`config.mk`:
```
export PLATFORM = sky130hd
export DESIGN_NAME = voxel_ray_traversal_unit
export DESIGN_NICKNAME = d
export VERILOG_FILES = /design/src/design/vrt_pkg.sv /design/src/design/vrt_front.sv /design/src/design/vrt_div.sv /design/src/design/vrt_back.sv /design/src/design/voxel_ray_traversal_unit.sv
export SDC_FILE = /design/constraint.sdc
export NUM_CORES = 2
export LEC_CHECK = 0
export BUFFER_PORTS_ARGS = -buffer_cell sky130_fd_sc_hd__buf_2
export CELL_PAD_IN_SITES_DETAIL_PLACEMENT = 2
export CELL_PAD_IN_SITES_GLOBAL_PLACEMENT = 2
export CORE_UTILIZATION = 42
export CTS_CLUSTER_DIAMETER = 50
export DETAILED_ROUTE_END_ITERATION = 10
export GPL_TIMING_DRIVEN = 0
export HOLD_SLACK_MARGIN = 0.02
export PLACE_DENSITY = 0.83
export REMOVE_ABC_BUFFERS = 1
export SKIP_CTS_REPAIR_TIMING = 1
export SLEW_MARGIN = 25
export SYNTH_ARGS = -nofsm -noshare
export SYNTH_HDL_FRONTEND = slang
export SYNTH_HIERARCHICAL = 1
export SYNTH_SLANG_ARGS = --single-unit
```
`constraint.sdc`:
```
create_clock -name clk -period 8.1 [get_ports clk]
set_clock_uncertainty 0.2 [all_clocks]
set_input_delay 0.405 -clock clk [delete_from_list [all_inputs] [get_ports clk]]
set_output_delay 0.405 -clock clk [all_outputs]
set_load 0.01 [all_outputs]
```
`src/design/vrt_pkg.sv`:
```
// Shared types and codes for the voxel ray traversal block.
// No dependencies; used by every module of the block but vrt_div.
`default_nettype none
package vrt_pkg;

  localparam int CoordW = 16;
  localparam int FieldW = 32;

  typedef enum logic [1:0] {
    ST_START = 2'd0,
    ST_QUERY = 2'd1,
    ST_HIT   = 2'd2,
    ST_MISS  = 2'd3
  } status_t;

  typedef enum logic {
    OP_START  = 1'b0,
    OP_ANSWER = 1'b1
  } op_t;

  localparam logic [1:0] STEP_NONE = 2'd0;
  localparam logic [1:0] STEP_POS  = 2'd1;
  localparam logic [1:0] STEP_NEG  = 2'd3;

  typedef struct packed {
    op_t                  op;
    logic [2:0][FieldW-1:0] origin;
    logic [2:0][FieldW-1:0] dir;
    logic [FieldW-1:0]    max_distance;
    logic                 hit;
  } cmd_t;

endpackage
`default_nettype wire

```
`src/design/vrt_front.sv`:
```
// Front end: accepts input beats, tags the command kind, two-entry queue.
// Depends on vrt_pkg.
`default_nettype none
module vrt_front (
  input  wire logic        clk,
  input  wire logic        rst_n,
  input  wire logic        in_valid,
  output logic             in_ready,
  input  wire logic        in_op,
  input  wire logic [31:0] in_origin_x,
  input  wire logic [31:0] in_origin_y,
  input  wire logic [31:0] in_origin_z,
  input  wire logic [31:0] in_dir_x,
  input  wire logic [31:0] in_dir_y,
  input  wire logic [31:0] in_dir_z,
  input  wire logic [31:0] in_max_distance,
  input  wire logic        in_hit_answer,
  output logic             q_valid,
  output vrt_pkg::cmd_t    q_data,
  input  wire logic        q_pop
);

  vrt_pkg::cmd_t mem_r [2];
  logic          wr_ptr_r, rd_ptr_r;
  logic [1:0]    cnt_r;
  vrt_pkg::cmd_t cmd;
  logic          push;

  always_comb begin
    cmd.op           = in_op ? vrt_pkg::OP_ANSWER : vrt_pkg::OP_START;
    cmd.origin       = {in_origin_z, in_origin_y, in_origin_x};
    cmd.dir          = {in_dir_z, in_dir_y, in_dir_x};
    cmd.max_distance = in_max_distance;
    cmd.hit          = in_hit_answer;
  end

  assign in_ready = (cnt_r != 2'd2);
  assign push     = in_valid && in_ready;
  assign q_valid  = (cnt_r != 2'd0);
  assign q_data   = mem_r[rd_ptr_r];

  always_ff @(posedge clk) begin
    if (push) begin
      mem_r[wr_ptr_r] <= cmd;
    end
  end

  always_ff @(posedge clk) begin
    if (!rst_n) begin
      wr_ptr_r <= 1'b0;
      rd_ptr_r <= 1'b0;
      cnt_r    <= 2'd0;
    end else begin
      if (push) wr_ptr_r <= ~wr_ptr_r;
      if (q_pop) rd_ptr_r <= ~rd_ptr_r;
      cnt_r <= cnt_r + 2'(push) - 2'(q_pop);
    end
  end

endmodule
`default_nettype wire

```
`src/design/vrt_div.sv`:
```
// Restoring divider, one quotient bit per cycle.
// No package dependency.
`default_nettype none
module vrt_div #(
  parameter int NW = 33
) (
  input  wire logic          clk,
  input  wire logic          rst_n,
  input  wire logic          start,
  input  wire logic [NW-1:0] num,
  input  wire logic [31:0]   den,
  output logic               busy,
  output logic               done,
  output logic [NW-1:0]      quot
);

  localparam int CW = $clog2(NW + 1);

  logic [NW-1:0] n_r;
  logic [31:0]   rem_r;
  logic [CW-1:0] cnt_r;
  logic          busy_r, done_r;
  logic [32:0]   trial;
  logic          fits;

  assign trial = {rem_r, n_r[NW-1]};
  assign fits  = (trial >= {1'b0, den});
  assign busy  = busy_r;
  assign done  = done_r;
  assign quot  = n_r;

  always_ff @(posedge clk) begin
    if (start) begin
      n_r   <= num;
      rem_r <= 32'd0;
    end else if (busy_r) begin
      rem_r <= fits ? 32'(trial - {1'b0, den}) : trial[31:0];
      n_r   <= {n_r[NW-2:0], fits};
    end
  end

  always_ff @(posedge clk) begin
    if (!rst_n) begin
      busy_r <= 1'b0;
      done_r <= 1'b0;
      cnt_r  <= '0;
    end else begin
      done_r <= 1'b0;
      if (start) begin
        busy_r <= 1'b1;
        cnt_r  <= CW'(NW);
      end else if (busy_r) begin
        cnt_r <= cnt_r - CW'(1);
        if (cnt_r == CW'(1)) begin
          busy_r <= 1'b0;
          done_r <= 1'b1;
        end
      end
    end
  end

endmodule
`default_nettype wire

```
`src/design/vrt_back.sv`:
```
// Back end: ray setup through the shared divider, DDA stepping, result register.
// Depends on vrt_pkg and vrt_div.
`default_nettype none
module vrt_back #(
  parameter int INT_BITS  = 16,
  parameter int FRAC_BITS = 16
) (
  input  wire logic          clk,
  input  wire logic          rst_n,
  input  wire logic          q_valid,
  input  wire vrt_pkg::cmd_t q_data,
  output logic               q_pop,
  output logic               out_valid,
  input  wire logic          out_ready,
  output logic [15:0]        out_voxel_x,
  output logic [15:0]        out_voxel_y,
  output logic [15:0]        out_voxel_z,
  output logic [1:0]         out_normal_x,
  output logic [1:0]         out_normal_y,
  output logic [1:0]         out_normal_z,
  output logic [1:0]         out_status,
  output logic               out_last
);

  localparam int TW = INT_BITS + FRAC_BITS;
  localparam int NW = 2 * FRAC_BITS + 1;
  localparam int SW = (NW > TW) ? NW : TW;
  localparam int LW = (TW > 32) ? TW : 32;
  localparam logic [TW-1:0] TMAX   = '1;
  localparam logic [NW-1:0] ONE_SQ = {1'b1, {(2*FRAC_BITS){1'b0}}};
  localparam logic [FRAC_BITS:0] ONE_FX = {1'b1, {FRAC_BITS{1'b0}}};

  typedef enum logic [4:0] {
    S_IDLE  = 5'b00001,
    S_DLOAD = 5'b00010,
    S_DWAIT = 5'b00100,
    S_STEP  = 5'b01000,
    S_OUT   = 5'b10000
  } state_t;

  state_t state_r;
  logic [15:0]        cell_r   [3];
  logic [1:0]         step_r   [3];
  logic [TW-1:0]      ncross_r [3];
  logic [TW-1:0]      delta_r  [3];
  logic [31:0]        mag_r    [3];
  logic [FRAC_BITS:0] dist_r   [3];
  logic [31:0]        limit_r;
  logic [1:0]         face_r;
  logic               active_r;
  logic [1:0]         job_ax_r;
  logic               job_kind_r;
  logic               after_start_r;

  logic               out_valid_r;
  logic [15:0]        out_vox_r [3];
  logic [1:0]         out_norm_r [3];
  vrt_pkg::status_t   out_status_r;
  logic               out_last_r;

  // start setup per axis
  logic [15:0]        st_cell [3];
  logic [1:0]         st_step [3];
  logic [31:0]        st_mag  [3];
  logic [FRAC_BITS:0] st_dist [3];

  always_comb begin
    for (int a = 0; a < 3; a++) begin
      st_cell[a] = 16'($signed(q_data.origin[a]) >>> FRAC_BITS);
      st_mag[a]  = q_data.dir[a][31] ? 32'(32'd0 - q_data.dir[a]) : q_data.dir[a];
      st_dist[a] = q_data.dir[a][31] ? {1'b0, q_data.origin[a][FRAC_BITS-1:0]}
                                     : ONE_FX - {1'b0, q_data.origin[a][FRAC_BITS-1:0]};
      if (q_data.dir[a] == 32'd0)  st_step[a] = vrt_pkg::STEP_NONE;
      else if (q_data.dir[a][31])  st_step[a] = vrt_pkg::STEP_NEG;
      else                         st_step[a] = vrt_pkg::STEP_POS;
    end
  end

  // divider
  logic          div_start, div_busy, div_done;
  logic [NW-1:0] div_num, div_quot;
  logic [SW-1:0] quot_x;
  logic [TW-1:0] quot_sat;

  assign div_start = (state_r == S_DLOAD);
  assign div_num   = job_kind_r ? ONE_SQ : {dist_r[job_ax_r], {FRAC_BITS{1'b0}}};
  assign quot_x    = SW'(div_quot);
  assign quot_sat  = (quot_x > SW'(TMAX)) ? TMAX : TW'(quot_x);

  vrt_div #(.NW(NW)) u_div (
    .clk   (clk),
    .rst_n (rst_n),
    .start (div_start),
    .num   (div_num),
    .den   (mag_r[job_ax_r]),
    .busy  (div_busy),
    .done  (div_done),
    .quot  (div_quot)
  );

  // one DDA step: nearest crossing, ties to the later axis
  logic [1:0]    ax;
  logic [TW-1:0] m;
  logic          go;
  logic [TW:0]   sum;
  logic [TW-1:0] adv_cross;
  logic [15:0]   adv_cell;
  logic [1:0]    norm_cur [3];

  always_comb begin
    if (ncross_r[0] < ncross_r[1] && ncross_r[0] < ncross_r[2]) ax = 2'd0;
    else if (ncross_r[1] < ncross_r[2])                        ax = 2'd1;
    else                                                       ax = 2'd2;
    m         = ncross_r[ax];
    go        = !((LW'(m) >= LW'(limit_r)) || (m == TMAX));
    sum       = {1'b0, m} + {1'b0, delta_r[ax]};
    adv_cross = sum[TW] ? TMAX : sum[TW-1:0];
    case (step_r[ax])
      vrt_pkg::STEP_POS: adv_cell = cell_r[ax] + 16'd1;
      vrt_pkg::STEP_NEG: adv_cell = cell_r[ax] - 16'd1;
      default:           adv_cell = cell_r[ax];
    endcase
    for (int a = 0; a < 3; a++) begin
      norm_cur[a] = (face_r == 2'(a + 1)) ? 2'(2'd0 - step_r[a]) : 2'd0;
    end
  end

  assign q_pop = (state_r == S_IDLE) && q_valid;

  always_ff @(posedge clk) begin
    if (!rst_n) begin
      state_r       <= S_IDLE;
      active_r      <= 1'b0;
      face_r        <= 2'd0;
      limit_r       <= 32'd0;
      job_ax_r      <= 2'd0;
      job_kind_r    <= 1'b0;
      after_start_r <= 1'b0;
      out_valid_r   <= 1'b0;
      for (int a = 0; a < 3; a++) begin
        cell_r[a]   <= 16'd0;
        step_r[a]   <= vrt_pkg::STEP_NONE;
        ncross_r[a] <= TMAX;
        delta_r[a]  <= TMAX;
      end
    end else begin
      case (state_r)
        S_IDLE: begin
          if (q_valid) begin
            if (q_data.op == vrt_pkg::OP_START) begin
              for (int a = 0; a < 3; a++) begin
                cell_r[a] <= st_cell[a];
                step_r[a] <= st_step[a];
                mag_r[a]  <= st_mag[a];
                dist_r[a] <= st_dist[a];
              end
              limit_r    <= q_data.max_distance;
              face_r     <= 2'd0;
              job_ax_r   <= 2'd0;
              job_kind_r <= 1'b0;
              state_r    <= S_DLOAD;
            end else if (active_r) begin
              if (q_data.hit) begin
                for (int a = 0; a < 3; a++) begin
                  out_vox_r[a]  <= cell_r[a];
                  out_norm_r[a] <= norm_cur[a];
                end
                out_status_r  <= vrt_pkg::ST_HIT;
                out_last_r    <= 1'b1;
                out_valid_r   <= 1'b1;
                active_r      <= 1'b0;
                after_start_r <= 1'b0;
                state_r       <= S_OUT;
              end else begin
                state_r <= S_STEP;
              end
            end
          end
        end
        S_DLOAD: begin
          state_r <= S_DWAIT;
        end
        S_DWAIT: begin
          if (div_done) begin
            if (job_kind_r) delta_r[job_ax_r]  <= quot_sat;
            else            ncross_r[job_ax_r] <= quot_sat;
            job_kind_r <= ~job_kind_r;
            if (job_kind_r) job_ax_r <= job_ax_r + 2'd1;
            if (job_kind_r && job_ax_r == 2'd2) begin
              for (int a = 0; a < 3; a++) begin
                out_vox_r[a]  <= cell_r[a];
                out_norm_r[a] <= 2'd0;
              end
              out_status_r  <= vrt_pkg::ST_START;
              out_last_r    <= 1'b0;
              out_valid_r   <= 1'b1;
              active_r      <= 1'b0;
              after_start_r <= 1'b1;
              state_r       <= S_OUT;
            end else begin
              state_r <= S_DLOAD;
            end
          end
        end
        S_STEP: begin
          after_start_r <= 1'b0;
          out_valid_r   <= 1'b1;
          state_r       <= S_OUT;
          if (go) begin
            cell_r[ax]   <= adv_cell;
            ncross_r[ax] <= adv_cross;
            face_r       <= 2'(ax + 2'd1);
            active_r     <= 1'b1;
            for (int a = 0; a < 3; a++) begin
              out_vox_r[a]  <= (2'(a) == ax) ? adv_cell : cell_r[a];
              out_norm_r[a] <= (2'(a) == ax) ? 2'(2'd0 - step_r[a]) : 2'd0;
            end
            out_status_r <= vrt_pkg::ST_QUERY;
            out_last_r   <= 1'b0;
          end else begin
            active_r <= 1'b0;
            for (int a = 0; a < 3; a++) begin
              out_vox_r[a]  <= cell_r[a];
              out_norm_r[a] <= 2'd0;
            end
            out_status_r <= vrt_pkg::ST_MISS;
            out_last_r   <= 1'b1;
          end
        end
        S_OUT: begin
          if (out_ready) begin
            out_valid_r <= 1'b0;
            state_r     <= after_start_r ? S_STEP : S_IDLE;
          end
        end
        default: state_r <= S_IDLE;
      endcase
    end
  end

  assign out_valid    = out_valid_r;
  assign out_voxel_x  = out_vox_r[0];
  assign out_voxel_y  = out_vox_r[1];
  assign out_voxel_z  = out_vox_r[2];
  assign out_normal_x = out_norm_r[0];
  assign out_normal_y = out_norm_r[1];
  assign out_normal_z = out_norm_r[2];
  assign out_status   = out_status_r;
  assign out_last     = out_last_r;

  a_out_in_out_state: assert property (@(posedge clk) disable iff (!rst_n)
    out_valid_r |-> state_r == S_OUT) else $error("result shown outside output state");
  a_last_ends_ray: assert property (@(posedge clk) disable iff (!rst_n)
    (out_valid_r && out_last_r) |-> !active_r) else $error("ray active after last beat");
  a_query_active: assert property (@(posedge clk) disable iff (!rst_n)
    (out_valid_r && out_status_r == vrt_pkg::ST_QUERY) |-> active_r)
    else $error("query without active ray");
  a_div_owned: assert property (@(posedge clk) disable iff (!rst_n)
    div_busy |-> state_r == S_DWAIT) else $error("divider busy outside wait state");

endmodule
`default_nettype wire

```
`src/design/voxel_ray_traversal_unit.sv`:
```
// Top level of the 3D voxel ray traversal (DDA) block.
// Depends on vrt_pkg, vrt_front, vrt_back (which holds vrt_div).
//
// Usage:
//  - Input channel (in_valid/in_ready): a beat with in_op = 0 starts a ray
//    from origin, direction and max distance (Q fixed point); in_op = 1
//    answers the last query with in_hit_answer.
//  - Result channel (out_valid/out_ready): voxel, entry normal, status, last.
//    A start gives two beats (start voxel, then first query or miss);
//    an answer gives one beat (hit, next query or miss); an answer with no
//    live ray gives none.
//  - Input beats land in a two-entry queue, so the source keeps going while
//    a result waits on the receiver.
//  - Start: the shared one-bit-per-cycle divider forms three first crossings
//    and three deltas, one after another, before the start beat.
//  - Answer: pop, compare-and-add step, output; a hit answer goes from the
//    pop straight to output.
//  - A stalled receiver holds the output register; the back end waits and the
//    queue fills, then in_ready drops.
//  - Reset (rst_n low, synchronous) empties the queue and clears ray state.
`default_nettype none
module voxel_ray_traversal_unit #(
  parameter int INT_BITS  = 16,
  parameter int FRAC_BITS = 16
) (
  input  wire logic        clk,
  input  wire logic        rst_n,
  input  wire logic        in_valid,
  output logic             in_ready,
  input  wire logic        in_op,
  input  wire logic [31:0] in_origin_x,
  input  wire logic [31:0] in_origin_y,
  input  wire logic [31:0] in_origin_z,
  input  wire logic [31:0] in_dir_x,
  input  wire logic [31:0] in_dir_y,
  input  wire logic [31:0] in_dir_z,
  input  wire logic [31:0] in_max_distance,
  input  wire logic        in_hit_answer,
  output logic             out_valid,
  input  wire logic        out_ready,
  output logic [15:0]      out_voxel_x,
  output logic [15:0]      out_voxel_y,
  output logic [15:0]      out_voxel_z,
  output logic [1:0]       out_normal_x,
  output logic [1:0]       out_normal_y,
  output logic [1:0]       out_normal_z,
  output logic [1:0]       out_status,
  output logic             out_last
);

  logic          q_valid, q_pop;
  vrt_pkg::cmd_t q_data;

  // accept and tag beats
  vrt_front u_front (
    .clk             (clk),
    .rst_n           (rst_n),
    .in_valid        (in_valid),
    .in_ready        (in_ready),
    .in_op           (in_op),
    .in_origin_x     (in_origin_x),
    .in_origin_y     (in_origin_y),
    .in_origin_z     (in_origin_z),
    .in_dir_x        (in_dir_x),
    .in_dir_y        (in_dir_y),
    .in_dir_z        (in_dir_z),
    .in_max_distance (in_max_distance),
    .in_hit_answer   (in_hit_answer),
    .q_valid         (q_valid),
    .q_data          (q_data),
    .q_pop           (q_pop)
  );

  // setup, stepping and result register
  vrt_back #(.INT_BITS(INT_BITS), .FRAC_BITS(FRAC_BITS)) u_back (
    .clk          (clk),
    .rst_n        (rst_n),
    .q_valid      (q_valid),
    .q_data       (q_data),
    .q_pop        (q_pop),
    .out_valid    (out_valid),
    .out_ready    (out_ready),
    .out_voxel_x  (out_voxel_x),
    .out_voxel_y  (out_voxel_y),
    .out_voxel_z  (out_voxel_z),
    .out_normal_x (out_normal_x),
    .out_normal_y (out_normal_y),
    .out_normal_z (out_normal_z),
    .out_status   (out_status),
    .out_last     (out_last)
  );

endmodule
`default_nettype wire
```
==> flow_metrics.tcl <==
set metrics [dict create \
    status "complete, but fails checks" \
    violations "capacitance limit, slew limit, setup timing" \
    cp_data_arrival_time_ps 10520 \
    gp_congestion 0.8654 \
    slew_headroom_pct -56.57 \
    irDropWorstVdd_mv 0.2921 \
    wl_met2_um 132800 \
    endpoint_kind "flop" \
    yosysSeqAreaShare_pct 57.49 \
    dr.pass1.iters 8 \
    die_x_um 353.8 \
    route.met3.wl_um 32610 \
    htree_levels 4 \
    fin_cells 6613 \
    cts_buffers 131 \
    vias 46950 \
    dp.cells 6112 \
    critPathMaxStageDelay_ps 2040 \
    regToRegEndpoint "u_back/cell_r[0][15]$_DFFE_PP_" \
    hold_viol 0 \
    clock_sink_count 1026 \
    routed_wl_um 292500 \
    tightest_slew_ps 2324 \
    synth_top_area_share_pct 53.94 \
    area_delta_synth_final_pct 21.28 \
    ys_seq_elements 1026 \
    die_area_um2 125200 \
    antenna_found_initial 14 \
    final_cell_mix "934 x edfxtp_1, 518 x nand2_1, 304 x nor2_1" \
    hold_end "u_front/mem_r[0][39]$_DFFE_PP_" \
    vias_per_cell 7.099 \
    yosys_warnings 6 \
    die_h_um 353.8 \
    drv_cap 7 \
    path_common_cell "buf_4" \
    top_layer_used "met5" \
    port_buffers 288 \
    cp_max_fo 14 \
    r2r_start "u_back/ncross_r[1][7]$_SDFFCE_PN1P_" \
    ff2ff_setup_slack_ps -2060 \
    grt_usage_pct 30.88 \
    netlist_area_um2 51990 \
    antenna_left 0 \
    remaining_drc_errors 0 \
    core_area_um2 122400 \
    setup_slack_ps -2057 \
    critPathRequiredTime_ps 8460 \
    fmax_mhz 98.45 \
    dominantRegCellSynth "edfxtp_1" \
    place_hpwl_um 123200 \
    overflow 0 \
    hold_class "in -> reg" \
    clockBufferDepth 3 \
    hp-start "in_dir_x[6]" \
    nNetsFinal 5305 \
    rows 128 \
    first_iter_violations 6451 \
    wl_met1_um 92150 \
    hold_depth 2 \
    power_w 0.02109 \
    mostFrequentLayoutCell "edfxtp_1" \
    synth_edf_count 934 \
    grt_max_degree 90 \
    yosysUniqueCellTypes 95 \
    async_reset_ff_share_pct 0 \
    final-seq-area_um2 29900 \
    holdWs_ps 144.8 \
    slew_viol_final 12 \
    syn_area_per_cell_um2 12.07 \
    synth_area_leaders "edfxtp_1 54%, ha_1 5.2%, mux2_4 4.1%" \
    finalCritPeriodShare_pct 125.4 \
    cts_tree "built" \
    cts_root_buf "clkbuf_16" \
    setup_violations 248 \
    num-fill-cells 11470 \
    pin_count 289 \
    drive_gt1_share_pct 19.71 \
    yosysTopAreaCell "edfxtp_1" \
    multi_input_area_um2 20610 \
    startpoint_type "flop" \
    min_period_ps 10160 \
    start_util_pct 42.49 \
    critical_path_class "reg -> reg" \
    p_per_area_nw_per_um2 334.5 \
    grt_pass1_wl_um 290600 \
    p_leak_nw 23.05 \
    cpMaxStageDelayCell "nor4_1" \
    grt_pass1_vias 43120 \
    cts.clk_slew.worst_paths_ps 80 \
    cp_cell_sequence "inv_1 > ha_1 > o211ai_1 > a2111oi_0 > a22oi_1 > nor3_1 > nor3_4 > buf_4 > buf_4 > buf_4 > buf_6 > o21ai_0 > ha_1 > a21o_1 > a21o_1 > or4_1 > a21oi_2 > o31a_1 > nand4_1 > nor4_1 > o21ai_0 > o311a_1 > o211ai_1" \
    netlist_instances 4307 \
    clkLatencyLatePin_ps 820 \
    post_drt_wl_per_cell_um 44.23 \
    rr_worst_depth 23 \
]
metal layers:
metal,up-vias,track usage (%)
li1,16940,-
met1,23140,36.11
met2,4725,55.02
met3,2093,4.598
met4,50,15.29
met5,-,0
worst max-delay path, delay by kind of cell (launching register included):
family,cells,cell delay (ps)
AOI/OAI and AO/OA,11,3570
adders and majority gates,2,750
buffers and inverters,5,860
DFF,1,470
and+or+nand+nor,5,4050
worst max-delay path by stage:
stage	from	cells past startpoint	endpoint	slack (ps)
floorplan	flop	5	u_back/cell_r[0][3]$_DFFE_PP_	-9260
global placement	flop	6	u_back/cell_r[0][1]$_DFFE_PP_	-18320
detailed placement	u_back/ncross_r[0][7]$_SDFFCE_PN1P_	24	u_back/ncross_r[0][1]$_SDFFCE_PN1P_	-1870
CTS	u_back/ncross_r[0][7]$_SDFFCE_PN1P_	24	u_back/ncross_r[0][26]$_SDFFCE_PN1P_	-2060
global route	u_back/ncross_r[1][7]$_SDFFCE_PN1P_	23	u_back/cell_r[0][15]$_DFFE_PP_	-1920
finish	u_back/ncross_r[1][7]$_SDFFCE_PN1P_	23	u_back/cell_r[0][15]$_DFFE_PP_	-2060
stage by stage:
step,utilization [%],area [µm²],setup TNS (ps),worst slack (ps)
floorplan,-,51090,-2865450,-9256
global placement,44.59,54560,-8776280,-18320
detailed placement,45.89,56150,-202090,-1866
CTS,49.46,60520,-255370,-2060
global route,51.51,63030,-69590,-1918
finish,51.54,63060,-119270,-2057
registers in the layout, summed over array words and instances, names as in the netlist, 2 cells and up, named ones only:
| name | count |
|---|---|
| u_front/mem_r | 452 |
| u_back/cell_r | 48 |
| u_back/delta_r | 96 |
| u_back/face_r | 2 |
| u_back/job_ax_r | 2 |
| u_back/out_status | 2 |
| u_back/u_div/rem_r | 32 |
| u_back/u_div/quot | 33 |
| u_back/out_vox_r | 48 |
| u_back/u_div/cnt_r | 6 |
| u_back/step_r | 6 |
| u_front/cnt_r | 2 |
| u_back/dist_r | 51 |
| u_back/ncross_r | 96 |
| u_back/limit_r | 32 |
| u_back/mag_r | 96 |
| u_back/state_r | 5 |
| u_back/out_norm_r | 6 |
cell usage after synthesis, drive strengths merged, types with 17 or more instances:
master,number
or4,25
nand2b,49
mux2i,127
a211oi,35
a21o,76
o21a,22
nor2,313
nor4,38
a31oi,25
and2,17
xnor2,140
nand4,63
nor3,53
dfxtp,92
buf,65
nand3,39
inv,230
ha,215
o21ai,234
nand2,523
clkbuf,132
mux2,282
o31ai,28
a21oi,255
xor2,60
edfxtp,934
o22ai,26
where the power goes:
group / switching (W) / total (W) / internal [W] / leakage [nW]
registers: 0.000569 / 0.00726 / 0.00669 / 9.00
clock network: 0.00305 / 0.00663 / 0.00358 / 2.15
logic: 0.00489 / 0.00720 / 0.00231 / 11.9
kinds of logic after synthesis:
logic type	count (synthesis)	share of synthesized area, %
flops	1026	57.49
compound gates	828	10.23
buf+inv	427	3.506
simple gates	1198	10.55
fa+ha+maj	218	5.290
xor+xnor	200	3.369
other cells	1	0.007213
mux	409	9.571
final cells by class:
class	instances	area share, %
antenna	26	0.1032
clock buffer	166	5.653
clock inverter	72	1.278
inverter	230	1.385
multi-input combinational	2872	32.69
sequential	1026	47.42
tap	1625	3.224
timing repair buffer	596	8.248
Power figures use the tool's default switching activity.
